--- src/paa_pkg.sv ---
`default_nettype none
package paa_pkg;
  localparam int unsigned MaxAttractors = 4;
  localparam int unsigned NumAttRegs = 4;
  localparam int unsigned CfgIdxW = 3;
  localparam int unsigned CfgDataW = 60;
  localparam logic [CfgIdxW-1:0] RegNumAtt = 3'd0;
  localparam int unsigned NumW = 42;
  localparam int unsigned DenW = 42;
  localparam int unsigned QuoW = 64;
  localparam int unsigned MagW = 58;

  typedef struct packed {
    logic        start;
    logic        neg;
    logic [MagW-1:0] num;
    logic [DenW-1:0] den;
  } div_req_t;

  typedef struct packed {
    logic        done;
    logic signed [QuoW-1:0] quo;
  } div_rsp_t;
endpackage
`default_nettype wire

--- src/paa_div.sv ---
`default_nettype none
module paa_div (
  input  wire logic              clk,
  input  wire logic              rst_n,
  input  wire paa_pkg::div_req_t req,
  output paa_pkg::div_rsp_t      rsp
);
  import paa_pkg::*;

  localparam int unsigned CntW = $clog2(MagW + 1);

  logic [MagW-1:0] q_r, q_nxt;
  logic [DenW:0]   rem_r, rem_nxt;
  logic [DenW-1:0] den_r;
  logic            neg_r;
  logic            busy_r, busy_nxt;
  logic [CntW-1:0] cnt_r, cnt_nxt;
  logic            done_r, done_nxt;
  logic [DenW:0]   trial;
  logic [DenW+1:0] diff;

  always_comb begin
    trial = {rem_r[DenW-1:0], q_r[MagW-1]};
    diff = {1'b0, trial} - {2'b0, den_r};
    q_nxt = q_r;
    rem_nxt = rem_r;
    busy_nxt = busy_r;
    cnt_nxt = cnt_r;
    done_nxt = 1'b0;
    if (req.start) begin
      q_nxt = req.num;
      rem_nxt = '0;
      busy_nxt = 1'b1;
      cnt_nxt = CntW'(MagW);
    end else if (busy_r) begin
      if (!diff[DenW+1]) begin
        rem_nxt = diff[DenW:0];
        q_nxt = {q_r[MagW-2:0], 1'b1};
      end else begin
        rem_nxt = trial;
        q_nxt = {q_r[MagW-2:0], 1'b0};
      end
      cnt_nxt = cnt_r - 1'b1;
      if (cnt_r == CntW'(1)) begin
        busy_nxt = 1'b0;
        done_nxt = 1'b1;
      end
    end
  end

  always_ff @(posedge clk) begin
    if (!rst_n) begin
      busy_r <= 1'b0;
      done_r <= 1'b0;
      cnt_r <= '0;
    end else begin
      busy_r <= busy_nxt;
      done_r <= done_nxt;
      cnt_r <= cnt_nxt;
    end
    q_r <= q_nxt;
    rem_r <= rem_nxt;
    if (req.start) begin
      den_r <= req.den;
      neg_r <= req.neg;
    end
  end

  always_comb begin
    rsp.done = done_r;
    rsp.quo = neg_r ? -$signed({{(QuoW-MagW){1'b0}}, q_r})
                    : $signed({{(QuoW-MagW){1'b0}}, q_r});
  end
endmodule
`default_nettype wire

--- config.mk ---
export PLATFORM = sky130hd
export DESIGN_NAME = paa_div
export DESIGN_NICKNAME = d
export VERILOG_FILES = /design/src/paa_pkg.sv /design/src/paa_div.sv
export SDC_FILE = /design/constraint.sdc
export NUM_CORES = 1
export LEC_CHECK = 0
export ABC_AREA = 1
export BUFFER_PORTS_ARGS = -buffer_cell sky130_fd_sc_hd__buf_2
export CELL_PAD_IN_SITES_DETAIL_PLACEMENT = 1
export CELL_PAD_IN_SITES_GLOBAL_PLACEMENT = 2
export CORE_UTILIZATION = 34
export CTS_CLUSTER_DIAMETER = 40
export CTS_CLUSTER_SIZE = 20
export DETAILED_ROUTE_END_ITERATION = 16
export PLACE_DENSITY = 0.85
export SLEW_MARGIN = 0
export SYNTH_ARGS = -nofsm -noshare
export SYNTH_HDL_FRONTEND = slang
export SYNTH_SLANG_ARGS = --single-unit
--- constraint.sdc ---
create_clock -name clk -period 5.8 [get_ports clk]
set_input_delay 0 -clock clk [delete_from_list [all_inputs] [get_ports clk]]
set_output_delay 0 -clock clk [all_outputs]
set_load 0.005 [all_outputs]
[Word-level counts from Yosys, hierarchy flattened]
Cells that the tools add are included.
Word-level totals
  bits of input ports: 104
  word-level logic and storage cells: 28
  register bits: 151
Operators by class
  mux-type cells: 11
  reductions and logical operators: 3
  bitwise operators: 2
  equal/unequal tests: 1
  $add $sub $neg: 3
Operators by type and width (number)
  two-way mux 58 bit: 2
  two-way mux 64 bit: 1
  negation 58 -> 64 bit: 1
  subtractor 43 x 42 -> 44 bit: 1
  two-way mux 42 bit: 1
  two-way mux 6 bit: 2
  == test 6 x 1 -> 1 bit (second input constant): 1
  subtractor 6 x 1 -> 6 bit (second input constant): 1
  two-way mux 1 bit: 5
  OR reduction 3 bit: 1
  NOT 1 bit: 2
  nonzero test 2 bit: 1
  OR reduction 2 bit: 1

[Depth between registers and ports, before layout]
  word-level depth: 4
  gate-level depth with buffers: 17
  gate-level depth less buffers: 16

[Least setup slack after synthesis]
OpenSTA, ideal clock, no wires.
  path kind: reg2reg
  start point: register busy_r
  end point: register q_r[0], enable pin
  cell stages (with the launch flop): 4
  path buffers: 1
  slack: 3041 ps
  arrival: 2315 ps
  cells stage by stage: dfxtp_1 nor2_1 inv_1 clkbuf_1
On the way
  word-level cells in the longest chain between the ends: 1
RTL lines
  from (decl): line paa_div.sv:16  | logic busy_r, busy_nxt;
  from (signal assigned): line paa_div.sv:57  | busy_r <= busy_nxt;
  nonzero test 2 bit (no source line)
  to (signal assigned): line paa_div.sv:61  | q_r <= q_nxt;
  to (decl): line paa_div.sv:12  | logic [MagW-1:0] q_r, q_nxt;
Every way passes these cells.
A chain may end at the register's enable or synchronous reset.

[Worst setup path in the final report]
  start point: register den_r[6]
  end point: register rem_r[15]
On the way
  word-level cells in the longest chain between the ends: 2
RTL lines
  from (decl): line paa_div.sv:14  | logic [DenW-1:0] den_r;
  from (signal assigned): line paa_div.sv:64  | den_r <= req.den;
  subtractor 43 x 42 -> 44 bit: line paa_div.sv:24  | diff = {1'b0, trial} - {2'b0, den_r};
  two-way mux 42 bit: line paa_div.sv:36  | if (!diff[DenW+1]) begin
  to (signal assigned): line paa_div.sv:62  | rem_r <= rem_nxt;
  to (decl): line paa_div.sv:13  | logic [DenW:0] rem_r, rem_nxt;
Every way passes these cells.

==> run metrics <==
unrepaired setup endpoints after global routing no; Worst EP arrival 3.70 ns; final layout net count between 2,000 and 2,500; Ys Warns 0; Min-Delay Path Class in -> reg; Ports 169; syn_nets between 1,500 and 2,000; Crit-path slowest cell nand2_2; vias per std cell 4.86; worst hold margin between 0.2 and 0.3 ns; PortBufs 168; CP Cell Sequence inv_1, ha_1, nand2_1, nor2_1, nand3_1, nand2_2, nand2_1, nand2_2, nand2_2, nand3_2, buf_4, nand2_1, nand3_1, o21ai_0; post-synth top area share between 20% and 30%; Slew Limit Fails 0; Row Count 67; Area Overhead vs Synth 24.2%; Distinct cells, synth 45; drc violations 0; number of synthesized flops with an enable pin approximately 100; Starting Density 34.5%; DIE WIDTH between 150 and 200 um; Root Driver clkbuf_16; Fin Clk Skew around 0.016 ns; Gate Count Post-Synth 1,764; final hold violation count 0; Slew headroom between 20 and 25%; final instance area 14,300 um2; minimum clock period around 3.4 ns; Placed Cells between 2,000 and 2,500; Final Setup Violations 0; Detailed Route Iter0 Violations 636; cell taking the most area after synthesis edfxtp_1; largest net degree at the start of global routing 90; Yosys reg bits between 150 and 200; total power between 0.002 and 0.003 W; initial antenna violation count 0; CTS buffer count 17; Cell Area, Synth approximately 12,000 um2; H-tree levels 4; # fillers ~4,400; number of vias in the routed layout 12,027; postcts setup bufs 0; post-CTS sizing 0; TritonCTS clock tree done; worst endpoint required time 6.09 ns; Worst-path clk slew 0.06 ns; status completed; Tot GR Track Use ~24%; crit-path leading delay family simple AND/OR/NAND/NOR gates; Die ar. about 35,000 um2; Antenna Nets Post-Route 0; most frequent cells after synthesis nand2_1, inv_1, nor2_1; vias in the first global route between 10,000 and 15,000; CP endpoint kind flip-flop; layout cells sized above 1 11.5%; DP HPWL around 30,000 um; Crit path largest cell delay roughly 0.6 ns; leakage power around 7.4 nW; Period Utilization, post-route slightly below 60%; sequential area share after synthesis between 30% and 40%; clk_lat worst skew between 0.4 and 0.5 ns; clock sinks 151; gpl congestion roughly 0.90; prevailing post-synth register cell edfxtp_1; Slew @ Worst Pin between 1 and 1.5 ns; top-count cell post-synth nand2_1; Non-Filler Instances between 2,000 and 2,500; Routed WL per cell about 17 um; Pre-antenna DRT Iters 5; Die Y roughly 190 um; share of flip-flops with an asynchronous set or reset 0%; worst vdd ir about 220 uV; CP Max Fanout 47; core area 33,400 um2; pwr dens just over 200 nW/um2; clk buf depth 2; first-pass GRT wire length approximately 64,000 um; Crit Path Class reg -> reg; total gr overflow 0; max frequency slightly below 300 MHz; WL final between 40,000 and 50,000 um; placed inst area 12,800 um2; storage element area ~4000 um2; setup_tns 0 ns; startpoint types flip-flop; multi-input logic area ~6000 um2; Max-cap violations 0; Syn Area/Cell 6.55 um2; worst path buffer plus inverter count 2; synth top area cells edfxtp_1, nand2_1, inv_1
==> sequential cells by signal, summed over array words and instances (netlist names) <==
| signal | count |
|---|---|
| cnt_r | 6 |
| rem_r | 42 |
| den_r | 42 |
| done_r | 1 |
| busy_r | 1 |
| neg_r | 1 |
| q_r | 58 |
==> metal layers <==
layer	global-route usage (%)	vias up	routed length [um]
li1	-	6017	-
met3	3.37	57	1640
met4	7.05	0	813
met2	39.4	247	18800
met5	0	-	0
met1	33.4	5706	20000
==> cells by family (layout without fill, tap and decap cells) <==
family	count (synthesis)	count (layout)	share of synthesized area, %
adders and majority gates	46	46	5.05
other	0	2	0
AOI/OAI and AO/OA	146	146	6.75
buffers and inverters	383	645	13.1
DFF	151	151	34.9
and+or+nand+nor	976	976	35.5
xor gates and xnor gates	62	62	4.70
==> cell type report <==
class,instances,share of cell area (%)
timing repair buffer,277,13.4
tap,448,3.91
clock buffer,19,3.02
inverter,336,8.79
multi-input combinational,1230,42.0
antenna,2,0.0349
clock inverter,13,0.750
sequential,151,28.1
==> through the flow <==
stage               worst slack [ns]  utilization (%)
CTS                             2.32             42.9
floorplan                       3.04                -
global placement                2.43             38.2
global route                    2.09             42.9
finish                          2.39             42.9
detailed placement              2.35             38.2
==> worst register-to-register path, stage by stage (launching register included) <==
cell,delay (ns)
edfxtp_1,0.33
inv_1,0.05
ha_1,0.36
nand2_1,0.12
nor2_1,0.20
nand3_1,0.12
nand2_2,0.15
nand2_1,0.08
nand2_2,0.14
nand2_2,0.60
nand3_2,0.27
buf_4,0.50
nand2_1,0.14
nand3_1,0.08
o21ai_0,0.11
==> cell usage in the layout, fill, tap and decap left out, types with 45 or more instances in the layout <==
cell type	instances
buf_2	167
dfxtp_1	50
dlygate4sd3_1	102
edfxtp_1	101
ha_1	45
inv_1	328
nand2_1	603
nand3_1	114
nand4_1	60
nor2_1	152
o21ai_0	78
xor2_1	49
==> final timing paths <==
| check | startpoint | endpoint | slack [ns] | depth (start not counted) |
|---|---|---|---|---|
| max | den_r[6]$_DFFE_PP_ | rem_r[15]$_SDFFE_PP0P_ | 2.39 | 14 |
| min | req[32] | den_r[32]$_DFFE_PP_ | 0.26 | 2 |
| max reg2reg | den_r[6]$_DFFE_PP_ | rem_r[15]$_SDFFE_PP0P_ | 2.39 | 14 |
| min reg2reg | rem_r[7]$_SDFFE_PP0P_ | rem_r[7]$_SDFFE_PP0P_ | 0.48 | 2 |
==> timing repair <==
| item | 4_1_cts | 5_1_grt |
|---|---|---|
| endpoints found under the hold margin | 109 | 0 |
| setup endpoints to repair | 0 | 0 |
| hold buffers | 102 | 0 |
==> report_power, final <==
part           switching, W  total (W)  leakage [nW]  internal [W]
registers         0.0000501    0.00129          1.42       0.00124
clock network      0.000496    0.00108         0.242      0.000585
logic              0.000372   0.000612          5.70      0.000240
total              0.000919    0.00298          7.37       0.00206
No activity file was read; power rests on OpenSTA's default activity.
